File: src/rtl/spq_pkg.sv
// ----------------------------------------------------------------------------
// spq_pkg: shared types and constants for the stable priority queue
// Request and status codes, entry layout, controller states and the
// command/status groups that join controller and datapath.
// ----------------------------------------------------------------------------
package spq_pkg;

    localparam int ID_W    = 16;
    localparam int PRIO_W  = 8;
    localparam int STAMP_W = 32;
    localparam int ENTRY_W = ID_W + PRIO_W + STAMP_W;

    // request codes
    localparam logic [1:0] REQ_INSERT = 2'd0;
    localparam logic [1:0] REQ_POP    = 2'd1;
    localparam logic [1:0] REQ_UPDATE = 2'd2;
    localparam logic [1:0] REQ_NOP    = 2'd3;

    // result status codes
    localparam logic [1:0] ST_OK       = 2'd0;
    localparam logic [1:0] ST_EMPTY    = 2'd1;
    localparam logic [1:0] ST_NOTFOUND = 2'd2;
    localparam logic [1:0] ST_FULL     = 2'd3;

    typedef enum logic [3:0] {
        S_IDLE,
        S_POP_RD,
        S_POP_EV,
        S_FIND_RD,
        S_FIND_EV,
        S_REM_CHK,
        S_REM_EV,
        S_PL_START,
        S_PH_EV,
        S_SC_CHK,
        S_SC_EV,
        S_SH_CHK,
        S_SH_EV,
        S_DONE
    } state_t;

    typedef enum logic [4:0] {
        OP_NONE,
        OP_LATCH,
        OP_RD_IDX,
        OP_RD_IDX1,
        OP_RD_IDXM1,
        OP_RD_POS,
        OP_RD_HEAD,
        OP_POP_CAP,
        OP_FIND_HIT,
        OP_IDX_INC,
        OP_REM_WR,
        OP_REM_END,
        OP_PLACE_AT0,
        OP_POS1,
        OP_POS_INC,
        OP_SH_INIT,
        OP_SH_WR,
        OP_PLACE_WR
    } op_t;

    typedef struct packed {
        op_t        op;
        logic       set_status;
        logic [1:0] status;
    } cmd_t;

    typedef struct packed {
        logic [1:0] req;
        logic       full;
        logic       empty;
        logic       id_hit;
        logic       ahead;
        logic       pass_ok;
        logic       rem_more;
        logic       scan_more;
        logic       shift_more;
        logic       find_last;
    } stat_t;

endpackage

File: src/rtl/spq_ram.sv
// ----------------------------------------------------------------------------
// spq_ram: generic simple dual-port RAM
// One write port and one read port, read data registered.
// ----------------------------------------------------------------------------
module spq_ram #(
    parameter int WIDTH = 8,
    parameter int DEPTH = 16
) (
    input  logic                     clk,
    input  logic                     we,
    input  logic [$clog2(DEPTH)-1:0] waddr,
    input  logic [WIDTH-1:0]         wdata,
    input  logic [$clog2(DEPTH)-1:0] raddr,
    output logic [WIDTH-1:0]         rdata
);

    logic [WIDTH-1:0] mem [DEPTH];

    // write and registered read
    always_ff @(posedge clk)
    begin
        if (we)
        begin
            mem[waddr] <= wdata;
        end
        rdata <= mem[raddr];
    end

endmodule

File: src/rtl/spq_ctrl.sv
// ----------------------------------------------------------------------------
// spq_ctrl: request sequencer
// Walks each request through scan, remove and placement steps and issues
// one datapath command per cycle.
// ----------------------------------------------------------------------------
module spq_ctrl (
    input  logic           clk,
    input  logic           rst_n,
    input  logic           start,
    input  logic [1:0]     req_type,
    input  spq_pkg::stat_t stat,
    output spq_pkg::cmd_t  cmd,
    output logic           busy,
    output logic           done
);

    spq_pkg::state_t state_reg;
    spq_pkg::state_t state_next;

    // hold state
    always_ff @(posedge clk or negedge rst_n)
    begin
        if (!rst_n)
        begin
            state_reg <= spq_pkg::S_IDLE;
        end
        else
        begin
            state_reg <= state_next;
        end
    end

    // advance state
    always_comb
    begin
        state_next = state_reg;
        case (state_reg)
            spq_pkg::S_IDLE:
            begin
                if (start)
                begin
                    case (req_type)
                        spq_pkg::REQ_INSERT:
                            state_next = stat.full ? spq_pkg::S_DONE : spq_pkg::S_PL_START;
                        spq_pkg::REQ_POP:
                            state_next = stat.empty ? spq_pkg::S_DONE : spq_pkg::S_POP_RD;
                        spq_pkg::REQ_UPDATE:
                            state_next = stat.empty ? spq_pkg::S_DONE : spq_pkg::S_FIND_RD;
                        default:
                            state_next = spq_pkg::S_DONE;
                    endcase
                end
            end
            spq_pkg::S_POP_RD:  state_next = spq_pkg::S_POP_EV;
            spq_pkg::S_POP_EV:  state_next = spq_pkg::S_REM_CHK;
            spq_pkg::S_FIND_RD: state_next = spq_pkg::S_FIND_EV;
            spq_pkg::S_FIND_EV:
            begin
                if (stat.id_hit)
                    state_next = spq_pkg::S_REM_CHK;
                else if (stat.find_last)
                    state_next = spq_pkg::S_DONE;
                else
                    state_next = spq_pkg::S_FIND_RD;
            end
            spq_pkg::S_REM_CHK:
            begin
                if (stat.rem_more)
                    state_next = spq_pkg::S_REM_EV;
                else if (stat.req == spq_pkg::REQ_UPDATE)
                    state_next = spq_pkg::S_PL_START;
                else
                    state_next = spq_pkg::S_DONE;
            end
            spq_pkg::S_REM_EV: state_next = spq_pkg::S_REM_CHK;
            spq_pkg::S_PL_START:
                state_next = stat.empty ? spq_pkg::S_SH_CHK : spq_pkg::S_PH_EV;
            spq_pkg::S_PH_EV:
                state_next = stat.ahead ? spq_pkg::S_SH_CHK : spq_pkg::S_SC_CHK;
            spq_pkg::S_SC_CHK:
                state_next = stat.scan_more ? spq_pkg::S_SC_EV : spq_pkg::S_SH_CHK;
            spq_pkg::S_SC_EV:
                state_next = stat.pass_ok ? spq_pkg::S_SC_CHK : spq_pkg::S_SH_CHK;
            spq_pkg::S_SH_CHK:
                state_next = stat.shift_more ? spq_pkg::S_SH_EV : spq_pkg::S_DONE;
            spq_pkg::S_SH_EV: state_next = spq_pkg::S_SH_CHK;
            spq_pkg::S_DONE:  state_next = spq_pkg::S_IDLE;
            default:          state_next = spq_pkg::S_IDLE;
        endcase
    end

    // drive datapath commands
    always_comb
    begin
        cmd.op         = spq_pkg::OP_NONE;
        cmd.set_status = 1'b0;
        cmd.status     = spq_pkg::ST_OK;
        case (state_reg)
            spq_pkg::S_IDLE:
            begin
                if (start)
                begin
                    cmd.op         = spq_pkg::OP_LATCH;
                    cmd.set_status = 1'b1;
                    if (req_type == spq_pkg::REQ_INSERT && stat.full)
                        cmd.status = spq_pkg::ST_FULL;
                    else if (req_type == spq_pkg::REQ_POP && stat.empty)
                        cmd.status = spq_pkg::ST_EMPTY;
                    else if (req_type == spq_pkg::REQ_UPDATE && stat.empty)
                        cmd.status = spq_pkg::ST_NOTFOUND;
                end
            end
            spq_pkg::S_POP_RD:  cmd.op = spq_pkg::OP_RD_IDX;
            spq_pkg::S_POP_EV:  cmd.op = spq_pkg::OP_POP_CAP;
            spq_pkg::S_FIND_RD: cmd.op = spq_pkg::OP_RD_IDX;
            spq_pkg::S_FIND_EV:
            begin
                if (stat.id_hit)
                begin
                    cmd.op = spq_pkg::OP_FIND_HIT;
                end
                else if (stat.find_last)
                begin
                    cmd.set_status = 1'b1;
                    cmd.status     = spq_pkg::ST_NOTFOUND;
                end
                else
                begin
                    cmd.op = spq_pkg::OP_IDX_INC;
                end
            end
            spq_pkg::S_REM_CHK:
                cmd.op = stat.rem_more ? spq_pkg::OP_RD_IDX1 : spq_pkg::OP_REM_END;
            spq_pkg::S_REM_EV: cmd.op = spq_pkg::OP_REM_WR;
            spq_pkg::S_PL_START:
                cmd.op = stat.empty ? spq_pkg::OP_PLACE_AT0 : spq_pkg::OP_RD_HEAD;
            spq_pkg::S_PH_EV:
                cmd.op = stat.ahead ? spq_pkg::OP_PLACE_AT0 : spq_pkg::OP_POS1;
            spq_pkg::S_SC_CHK:
                cmd.op = stat.scan_more ? spq_pkg::OP_RD_POS : spq_pkg::OP_SH_INIT;
            spq_pkg::S_SC_EV:
                cmd.op = stat.pass_ok ? spq_pkg::OP_POS_INC : spq_pkg::OP_SH_INIT;
            spq_pkg::S_SH_CHK:
                cmd.op = stat.shift_more ? spq_pkg::OP_RD_IDXM1 : spq_pkg::OP_PLACE_WR;
            spq_pkg::S_SH_EV: cmd.op = spq_pkg::OP_SH_WR;
            default:          cmd.op = spq_pkg::OP_NONE;
        endcase
    end

    assign busy = (state_reg != spq_pkg::S_IDLE);
    assign done = (state_reg == spq_pkg::S_DONE);

`ifndef SYNTHESIS
    a_done_single: assert property (@(posedge clk) disable iff (!rst_n)
        done |=> !done)
        else $error("result strobe longer than one cycle");
    a_accept_busy: assert property (@(posedge clk) disable iff (!rst_n)
        (start && !busy) |=> busy)
        else $error("request accepted without going busy");
    a_done_idle: assert property (@(posedge clk) disable iff (!rst_n)
        done |=> !busy)
        else $error("sequencer did not return to idle after result");
`endif

endmodule

File: src/rtl/spq_dp.sv
// ----------------------------------------------------------------------------
// spq_dp: queue datapath
// Entry RAM in queue order, count, stamp counter, scan pointers, compare
// logic and result registers.
// ----------------------------------------------------------------------------
module spq_dp #(
    parameter int CAPACITY = 16
) (
    input  logic                        clk,
    input  logic                        rst_n,
    input  spq_pkg::cmd_t               cmd,
    input  logic [1:0]                  req_type,
    input  logic [spq_pkg::ID_W-1:0]    entry_id,
    input  logic [spq_pkg::PRIO_W-1:0]  priority_req,
    output spq_pkg::stat_t              stat,
    output logic [1:0]                  status,
    output logic [spq_pkg::ID_W-1:0]    out_id,
    output logic [spq_pkg::PRIO_W-1:0]  out_priority,
    output logic [spq_pkg::STAMP_W-1:0] out_arrival,
    output logic [4:0]                  waiting_count
);

    localparam int AW = $clog2(CAPACITY);
    localparam int CW = $clog2(CAPACITY + 1);
    localparam logic [CW-1:0] CAP_C = CW'(CAPACITY);
    localparam int ST_LO = 0;
    localparam int PR_LO = spq_pkg::STAMP_W;
    localparam int ID_LO = spq_pkg::STAMP_W + spq_pkg::PRIO_W;

    logic [CW-1:0]                  held_reg;
    logic [spq_pkg::STAMP_W-1:0]    counter_reg;
    logic [CW-1:0]                  idx_reg;
    logic [CW-1:0]                  pos_reg;
    logic [1:0]                     req_reg;
    logic [spq_pkg::ID_W-1:0]       id_reg;
    logic [spq_pkg::PRIO_W-1:0]     prio_reg;
    logic [spq_pkg::STAMP_W-1:0]    stamp_reg;
    logic [1:0]                     status_reg;
    logic [spq_pkg::ID_W-1:0]       oid_reg;
    logic [spq_pkg::PRIO_W-1:0]     oprio_reg;
    logic [spq_pkg::STAMP_W-1:0]    oarr_reg;

    logic                           we;
    logic [AW-1:0]                  waddr;
    logic [spq_pkg::ENTRY_W-1:0]    wdata;
    logic [CW-1:0]                  raddr_w;
    logic [spq_pkg::ENTRY_W-1:0]    rdata;
    logic [spq_pkg::ID_W-1:0]       r_id;
    logic [spq_pkg::PRIO_W-1:0]     r_prio;
    logic [spq_pkg::STAMP_W-1:0]    r_stamp;
    logic [CW+4:0]                  held_ext;

    assign r_id    = rdata[ID_LO +: spq_pkg::ID_W];
    assign r_prio  = rdata[PR_LO +: spq_pkg::PRIO_W];
    assign r_stamp = rdata[ST_LO +: spq_pkg::STAMP_W];

    // select read address
    always_comb
    begin
        case (cmd.op)
            spq_pkg::OP_RD_IDX:   raddr_w = idx_reg;
            spq_pkg::OP_RD_IDX1:  raddr_w = idx_reg + CW'(1);
            spq_pkg::OP_RD_IDXM1: raddr_w = idx_reg - CW'(1);
            spq_pkg::OP_RD_POS:   raddr_w = pos_reg;
            default:              raddr_w = '0;
        endcase
    end

    // select write
    always_comb
    begin
        we    = 1'b0;
        waddr = idx_reg[AW-1:0];
        wdata = rdata;
        case (cmd.op)
            spq_pkg::OP_REM_WR,
            spq_pkg::OP_SH_WR:
            begin
                we = 1'b1;
            end
            spq_pkg::OP_PLACE_WR:
            begin
                we    = 1'b1;
                waddr = pos_reg[AW-1:0];
                wdata = {id_reg, prio_reg, stamp_reg};
            end
            default:
            begin
                we = 1'b0;
            end
        endcase
    end

    spq_ram #(
        .WIDTH (spq_pkg::ENTRY_W),
        .DEPTH (CAPACITY)
    ) u_ram (
        .clk   (clk),
        .we    (we),
        .waddr (waddr),
        .wdata (wdata),
        .raddr (raddr_w[AW-1:0]),
        .rdata (rdata)
    );

    // control registers
    always_ff @(posedge clk or negedge rst_n)
    begin
        if (!rst_n)
        begin
            held_reg    <= '0;
            counter_reg <= '0;
            status_reg  <= spq_pkg::ST_OK;
            req_reg     <= spq_pkg::REQ_NOP;
            idx_reg     <= '0;
            pos_reg     <= '0;
        end
        else
        begin
            if (cmd.set_status)
            begin
                status_reg <= cmd.status;
            end
            case (cmd.op)
                spq_pkg::OP_LATCH:
                begin
                    req_reg <= req_type;
                    idx_reg <= '0;
                    pos_reg <= '0;
                end
                spq_pkg::OP_FIND_HIT:  pos_reg <= idx_reg;
                spq_pkg::OP_IDX_INC:   idx_reg <= idx_reg + CW'(1);
                spq_pkg::OP_REM_WR:    idx_reg <= idx_reg + CW'(1);
                spq_pkg::OP_REM_END:   held_reg <= held_reg - CW'(1);
                spq_pkg::OP_PLACE_AT0:
                begin
                    pos_reg <= '0;
                    idx_reg <= held_reg;
                end
                spq_pkg::OP_POS1:      pos_reg <= CW'(1);
                spq_pkg::OP_POS_INC:   pos_reg <= pos_reg + CW'(1);
                spq_pkg::OP_SH_INIT:   idx_reg <= held_reg;
                spq_pkg::OP_SH_WR:     idx_reg <= idx_reg - CW'(1);
                spq_pkg::OP_PLACE_WR:
                begin
                    held_reg <= held_reg + CW'(1);
                    if (req_reg == spq_pkg::REQ_INSERT)
                    begin
                        counter_reg <= counter_reg + 32'd1;
                    end
                end
                default:
                begin
                    held_reg <= held_reg;
                end
            endcase
        end
    end

    // request and result payload
    always_ff @(posedge clk)
    begin
        case (cmd.op)
            spq_pkg::OP_LATCH:
            begin
                id_reg    <= entry_id;
                prio_reg  <= priority_req;
                stamp_reg <= counter_reg;
                oid_reg   <= '0;
                oprio_reg <= '0;
                oarr_reg  <= '0;
            end
            spq_pkg::OP_POP_CAP:
            begin
                oid_reg   <= r_id;
                oprio_reg <= r_prio;
                oarr_reg  <= r_stamp;
            end
            spq_pkg::OP_FIND_HIT: stamp_reg <= r_stamp;
            default:              stamp_reg <= stamp_reg;
        endcase
    end

    // compare and status flags
    always_comb
    begin
        stat.req        = req_reg;
        stat.full       = (held_reg >= CAP_C);
        stat.empty      = (held_reg == '0);
        stat.id_hit     = (r_id == id_reg);
        stat.ahead      = (prio_reg > r_prio) ||
                          (prio_reg == r_prio && stamp_reg < r_stamp);
        stat.pass_ok    = (r_prio > prio_reg) ||
                          (r_prio == prio_reg && r_stamp < stamp_reg);
        stat.rem_more   = ((idx_reg + CW'(1)) < held_reg);
        stat.scan_more  = (pos_reg < held_reg);
        stat.shift_more = (idx_reg > pos_reg);
        stat.find_last  = ((idx_reg + CW'(1)) == held_reg);
    end

    assign held_ext      = {5'd0, held_reg};
    assign waiting_count = held_ext[4:0];
    assign status        = status_reg;
    assign out_id        = oid_reg;
    assign out_priority  = oprio_reg;
    assign out_arrival   = oarr_reg;

`ifndef SYNTHESIS
    a_held_bound: assert property (@(posedge clk) disable iff (!rst_n)
        held_reg <= CAP_C)
        else $error("entry count beyond capacity");
    a_place_room: assert property (@(posedge clk) disable iff (!rst_n)
        (cmd.op == spq_pkg::OP_PLACE_WR) |-> (held_reg < CAP_C))
        else $error("placement into a full queue");
    a_remove_nonempty: assert property (@(posedge clk) disable iff (!rst_n)
        (cmd.op == spq_pkg::OP_REM_END) |-> (held_reg != '0))
        else $error("removal from an empty queue");
`endif

endmodule

File: src/rtl/stable_priority_queue_update_core.sv
// ----------------------------------------------------------------------------
// stable_priority_queue_update_core: bounded priority queue with key update
// Insert, pop and priority update on a queue kept in priority/arrival order.
// ----------------------------------------------------------------------------
// Usage: raise start with req_type, entry_id and priority_req while busy is
// low; the request is taken at that edge. Exactly one result follows, shown
// for a single cycle with done high; the receiver cannot stall it, so capture
// it then. Entries live in one RAM with a single read and a single write
// port, and every step that touches an entry is a read and then a use of the
// registered data. An update searches for the entry, closes the gap, then
// places it again. Rejected requests and the unused request code go straight
// to the result without touching the queue.
module stable_priority_queue_update_core #(
    parameter int CAPACITY = 16
) (
    input  logic                        clk,
    input  logic                        rst_n,
    input  logic                        start,
    output logic                        busy,
    input  logic [1:0]                  req_type,
    input  logic [spq_pkg::ID_W-1:0]    entry_id,
    input  logic [spq_pkg::PRIO_W-1:0]  priority_req,
    output logic                        done,
    output logic [1:0]                  status,
    output logic [spq_pkg::ID_W-1:0]    out_id,
    output logic [spq_pkg::PRIO_W-1:0]  out_priority,
    output logic [spq_pkg::STAMP_W-1:0] out_arrival,
    output logic [4:0]                  waiting_count
);

    spq_pkg::cmd_t  cmd;
    spq_pkg::stat_t stat;

    spq_ctrl u_ctrl (
        .clk      (clk),
        .rst_n    (rst_n),
        .start    (start),
        .req_type (req_type),
        .stat     (stat),
        .cmd      (cmd),
        .busy     (busy),
        .done     (done)
    );

    spq_dp #(
        .CAPACITY (CAPACITY)
    ) u_dp (
        .clk           (clk),
        .rst_n         (rst_n),
        .cmd           (cmd),
        .req_type      (req_type),
        .entry_id      (entry_id),
        .priority_req  (priority_req),
        .stat          (stat),
        .status        (status),
        .out_id        (out_id),
        .out_priority  (out_priority),
        .out_arrival   (out_arrival),
        .waiting_count (waiting_count)
    );

endmodule
File: config.mk
export PLATFORM = sky130hd
export DESIGN_NAME = stable_priority_queue_update_core
export DESIGN_NICKNAME = d
export VERILOG_FILES = /design/src/rtl/spq_pkg.sv /design/src/rtl/spq_ram.sv /design/src/rtl/spq_ctrl.sv /design/src/rtl/spq_dp.sv /design/src/rtl/stable_priority_queue_update_core.sv
export SDC_FILE = /design/constraint.sdc
export NUM_CORES = 2
export LEC_CHECK = 0
export BUFFER_PORTS_ARGS = -buffer_cell sky130_fd_sc_hd__buf_4
export CORE_ASPECT_RATIO = 0.75
export CORE_MARGIN = 2
export CORE_UTILIZATION = 40
export CTS_CLUSTER_DIAMETER = 50
export DETAILED_ROUTE_END_ITERATION = 12
export PLACE_DENSITY_LB_ADDON = 0.25
export SLEW_MARGIN = 20
export SYNTH_ARGS = -nofsm -noshare
export SYNTH_HDL_FRONTEND = slang
export SYNTH_SLANG_ARGS = --single-unit
File: constraint.sdc
create_clock -name clk -period 4.8 [get_ports clk]
set_input_delay 0.72 -clock clk [delete_from_list [all_inputs] [get_ports clk]]
set_output_delay 0.72 -clock clk [all_outputs]
set_load 0.01 [all_outputs]
==> flow_summary.html <==
<table>
<tr><th>Metric</th><th>Value</th></tr>
<tr><th colspan="2">Power</th></tr>
<tr><td>Leakage</td><td>roughly 0.019 uW</td></tr>
<tr><td>Power Density</td><td>around 700 nW/um^2</td></tr>
<tr><td>Tot Pwr</td><td>38000 uW</td></tr>
<tr><td>Peak supply drop</td><td>695 uV</td></tr>
<tr><th colspan="2">Synth</th></tr>
<tr><td>Sequential area share after synthesis</td><td>0.724</td></tr>
<tr><td>Number of synthesized register bits</td><td>approximately 1100</td></tr>
<tr><td>Syn Area/Cell</td><td>approximately 15 sq um</td></tr>
<tr><td>Synth Flop Type</td><td>sky130_fd_sc_hd__edfxtp_1</td></tr>
<tr><td>Yosys warnings</td><td>0</td></tr>
<tr><td>Async SR Flop Fraction</td><td>0.0492</td></tr>
<tr><td>Net count after synthesis</td><td>3134</td></tr>
<tr><td>Post-synth cell types</td><td>75</td></tr>
<tr><td>EDFF count, synth</td><td>1008</td></tr>
<tr><td>Synthesized instance count</td><td>roughly 3000</td></tr>
<tr><td>Netlist area before placement</td><td>about 45000 sq um</td></tr>
<tr><th colspan="2">Timing</th></tr>
<tr><td>Max-slew violation count</td><td>0</td></tr>
<tr><td>Number of setup violations in the final report</td><td>0</td></tr>
<tr><td>Tightest Pin Transition</td><td>1090 ps</td></tr>
<tr><td>Final critical path time including I/O delays and setup</td><td>roughly 4300 ps</td></tr>
<tr><td>Worst hold slack</td><td>between 100 and 150 ps</td></tr>
<tr><td>Unrepaired setup endpoints after global routing</td><td>no</td></tr>
<tr><td>Final clock period utilization by the worst path</td><td>0.888</td></tr>
<tr><td>Fin. Hold Viols</td><td>0</td></tr>
<tr><td>Clock Skew</td><td>39.1 ps</td></tr>
<tr><td>Upper clock frequency limit</td><td>roughly 0.23 GHz</td></tr>
<tr><td>Rel. slew slack</td><td>0.272</td></tr>
<tr><th colspan="2">Worst setup path</th></tr>
<tr><td>Most numerous cell on the critical path</td><td>sky130_fd_sc_hd__ha_1</td></tr>
<tr><td>Cell type of the slowest stage on the worst timing path</td><td>sky130_fd_sc_hd__dfrtp_1</td></tr>
<tr><td>Max FO, Critical Path</td><td>35</td></tr>
<tr><td>Required time of the critical path</td><td>5420 ps</td></tr>
<tr><td>Element type at the critical path end</td><td>flop</td></tr>
<tr><td>Crit-path cells</td><td>inv_1 &gt; ha_1 &gt; ha_1 &gt; nor2b_1 &gt; nor3_1 &gt; o21ai_0 &gt; o211ai_1 &gt; nand3_1 &gt; nor2_1 &gt; o21ai_1 &gt; a221o_1 &gt; nor2b_4 &gt; buf_12 &gt; a32oi_1 &gt; and4_1</td></tr>
<tr><td>CP peak stage delay</td><td>520 ps</td></tr>
<tr><td>Data arrival time of the critical path</td><td>~4900 ps</td></tr>
<tr><td>WS Path Type</td><td>reg2reg</td></tr>
<tr><td>Nature of the critical path startpoint</td><td>flop</td></tr>
<tr><th colspan="2">Status</th></tr>
<tr><td>Run status</td><td>finished clean</td></tr>
<tr><th colspan="2">Clock tree</th></tr>
<tr><td>Clock Tree Root</td><td>sky130_fd_sc_hd__clkbuf_16</td></tr>
<tr><td>Buffer levels on the longest clock path</td><td>3</td></tr>
<tr><td>Setup Fix Bufs, Post-CTS</td><td>0</td></tr>
<tr><td>Clock transition at the registers of the reported paths</td><td>roughly 60 ps</td></tr>
<tr><td>Post-cts resize count</td><td>0</td></tr>
<tr><td>Number of hold buffers added after CTS</td><td>0</td></tr>
<tr><td>H-tree levels</td><td>3</td></tr>
<tr><td>Clock tree from TritonCTS</td><td>built</td></tr>
<tr><td>Num CTS Buffers</td><td>110</td></tr>
<tr><td>Clk Latency, worst-skew pair</td><td>about 740 ps</td></tr>
<tr><td>Num Clock Sinks</td><td>approximately 1100</td></tr>
<tr><th colspan="2">Drt</th></tr>
<tr><td>Initial detailed-routing violation count</td><td>~3400</td></tr>
<tr><td>Number of antenna-violating nets in the routed design</td><td>0</td></tr>
<tr><td>Overall routed net length</td><td>around 130000 microns</td></tr>
<tr><td>Post-DR wirelength/cell</td><td>roughly 26 microns</td></tr>
<tr><td>DRC violations left</td><td>0</td></tr>
<tr><td>Number of vias per cell after detailed routing</td><td>5.59</td></tr>
<tr><td>Drt pass-1 iters</td><td>7</td></tr>
<tr><td>Count of vias placed by the detailed router</td><td>approximately 27000</td></tr>
<tr><th colspan="2">Placed design</th></tr>
<tr><td>GPL Wtd Cong</td><td>~0.9</td></tr>
<tr><td>Number of buffer cells added on primary ports</td><td>93</td></tr>
<tr><td>Estimated wirelength of the detail-placed design</td><td>roughly 78000 microns</td></tr>
<tr><th colspan="2">Final layout</th></tr>
<tr><td>Fillers</td><td>roughly 9600</td></tr>
<tr><td>Max FFs per register</td><td>between 800 and 900</td></tr>
<tr><td>Layout cells sized above 1</td><td>0.164</td></tr>
<tr><td>Registers with the most flip-flops</td><td>u_dp.u_ram.mem (896), u_dp.u_ram.rdata (56)</td></tr>
<tr><td>Layout net count</td><td>~3400</td></tr>
<tr><td>Register containing the most flip-flops in the final layout</td><td>u_dp.u_ram.mem</td></tr>
<tr><td>Synth-to-Final Area Change</td><td>18.9%</td></tr>
<tr><th colspan="2">Global routing</th></tr>
<tr><td>Total overflow reported by the global router</td><td>0</td></tr>
<tr><td>Number of antenna violations at the first check in global routing</td><td>1</td></tr>
<tr><td>Wire length of the first global-routing pass</td><td>roughly 190000 microns</td></tr>
<tr><td>Global Route Usage Sum</td><td>0.220</td></tr>
<tr><td>Vias in the first global route</td><td>26500</td></tr>
<tr><td>Largest net degree at the start of global routing</td><td>70</td></tr>
<tr><th colspan="2">Job</th></tr>
<tr><td>Number of violations of the max-capacitance limit</td><td>0</td></tr>
<tr><th colspan="2">Floorplanning</th></tr>
<tr><td>Initial core utilization</td><td>0.405</td></tr>
<tr><td>Std cell rows</td><td>between 100 and 150</td></tr>
<tr><td>Placeable core region</td><td>roughly 110000 sq um</td></tr>
<tr><td>Horiz. Die Dim</td><td>around 400 microns</td></tr>
<tr><td>Overall die height</td><td>between 200 and 300 microns</td></tr>
<tr><td>I/O pin total</td><td>94</td></tr>
<tr><td>Full die area</td><td>116000 sq um</td></tr>
<tr><th colspan="2">Min path</th></tr>
<tr><td>Worst hold-check path type</td><td>in2async</td></tr>
</table>
where the power goes:
| part | total [uW] | internal (uW) | switching [uW] |
|---|---|---|---|
| Clock | 9060 | 5270 | 3790 |
| Sequential | 13600 | 13100 | 514 |
| Combinational | 15300 | 5680 | 9610 |
per-stage QoR:
stage	utilization	TNS (ps)	cell area [sq um]	std cells	setup WS [ps]
after floorplan	-	-105940	45300	3043	-132
after global placement	0.447	0	50000	4694	684
after detailed placement	0.447	0	50000	4694	651
after CTS	0.481	0	53800	4901	660
after global routing	0.481	0	53800	4901	272
final	0.481	0	53800	4902	539
layout make-up:
| cell class | instances | area [sq um] | area share |
|---|---|---|---|
| repair buffers | 315 | 3450 | 0.0642 |
| diodes | 1 | 2.50 | 0.0000465 |
| clock inverters | 48 | 671 | 0.0125 |
| flip-flops and latches | 1119 | 32800 | 0.609 |
| multi-input cells | 1679 | 11600 | 0.216 |
| well taps | 1512 | 1890 | 0.0351 |
| clock buffers | 159 | 3170 | 0.0589 |
| inverters | 69 | 259 | 0.00481 |
worst paths after layout:
kind / end / from / cells past startpoint / slack, ps
max reg2reg: u_dp.u_ram.rdata[26] / u_dp.idx_reg[1] / 15 / 540
max in group asynchronous: u_dp.counter_reg[27] / rst_n / 1 / 4040
max: u_dp.u_ram.rdata[26] / u_dp.idx_reg[1] / 15 / 540
min reg2reg: u_dp.req_reg[1] / u_dp.req_reg[1] / 2 / 480
min: u_dp.counter_reg[1] / rst_n / 1 / 140
min in group clk: u_dp.id_reg[0] / entry_id[0] / 1 / 160
cell usage after synthesis (16+ instances only):
cell / number / area share
sky130_fd_sc_hd__xnor2_1: 34 / 0.0066
sky130_fd_sc_hd__mux2_2: 18 / 0.0045
sky130_fd_sc_hd__dfxtp_1: 56 / 0.025
sky130_fd_sc_hd__clkbuf_1: 92 / 0.0076
sky130_fd_sc_hd__inv_1: 67 / 0.0056
sky130_fd_sc_hd__edfxtp_1: 1008 / 0.67
sky130_fd_sc_hd__nand2_1: 357 / 0.030
sky130_fd_sc_hd__a32oi_1: 118 / 0.023
sky130_fd_sc_hd__mux2i_1: 227 / 0.050
sky130_fd_sc_hd__o21ai_0: 155 / 0.017
sky130_fd_sc_hd__nor2_1: 109 / 0.0090
sky130_fd_sc_hd__buf_4: 19 / 0.0031
sky130_fd_sc_hd__dfrtp_1: 53 / 0.029
sky130_fd_sc_hd__and4_1: 60 / 0.012
sky130_fd_sc_hd__ha_1: 61 / 0.017
sky130_fd_sc_hd__a22oi_1: 58 / 0.0096
sky130_fd_sc_hd__buf_2: 35 / 0.0039
sky130_fd_sc_hd__and3_1: 121 / 0.017
sky130_fd_sc_hd__nand3_1: 30 / 0.0033
sky130_fd_sc_hd__and2_1: 20 / 0.0028
sky130_fd_sc_hd__xor2_1: 26 / 0.0050
sky130_fd_sc_hd__nor3_1: 16 / 0.0018
sky130_fd_sc_hd__a21oi_1: 36 / 0.0040
sky130_fd_sc_hd__a211oi_1: 113 / 0.019
worst max-delay path: cells and delay by family, from the launching register on:
kind	cells	cell delay, ps
adders and majority gates	2	710
buffers and inverters	2	430
DFF	1	520
AOI/OAI and AO/OA	5	1150
and+or+nand+nor	6	1290
metal layers:
layer  track usage  routed length [microns]
met5             0                        0
met4        0.0485                     2260
met3        0.0475                    10100
met2         0.327                    56200
met1         0.331                    59500
logic make-up after synthesis:
group,share of synthesized area
AND/OR/NAND/NOR,0.0831
flip-flops,0.724
XOR/XNOR,0.0116
buffers and inverters,0.0253
adder cells (fa/ha/maj),0.0173
AO/OA/AOI/OAI,0.0844
multiplexers,0.0547
cell usage in the layout (no fill, tap or decap), drive strengths merged, types with 9 or more instances in the layout:
master / Yosys / routed
a211oi: 113 / 113
a21oi: 36 / 36
a22oi: 58 / 58
a31oi: 9 / 9
a32oi: 118 / 118
and2: 21 / 21
and3: 121 / 121
and4: 60 / 60
buf: 80 / 315
bufinv: 0 / 12
clkbuf: 96 / 159
clkinv: 0 / 27
dfrtp: 53 / 53
dfxtp: 56 / 56
edfxtp: 1008 / 1008
ha: 61 / 61
inv: 69 / 75
mux2: 18 / 18
mux2i: 227 / 227
nand2: 358 / 358
nand3: 30 / 30
nand4: 11 / 11
nor2: 112 / 112
nor3: 20 / 20
o21ai: 163 / 163
xnor2: 34 / 34
xor2: 26 / 26
Power figures use the tool's default switching activity.
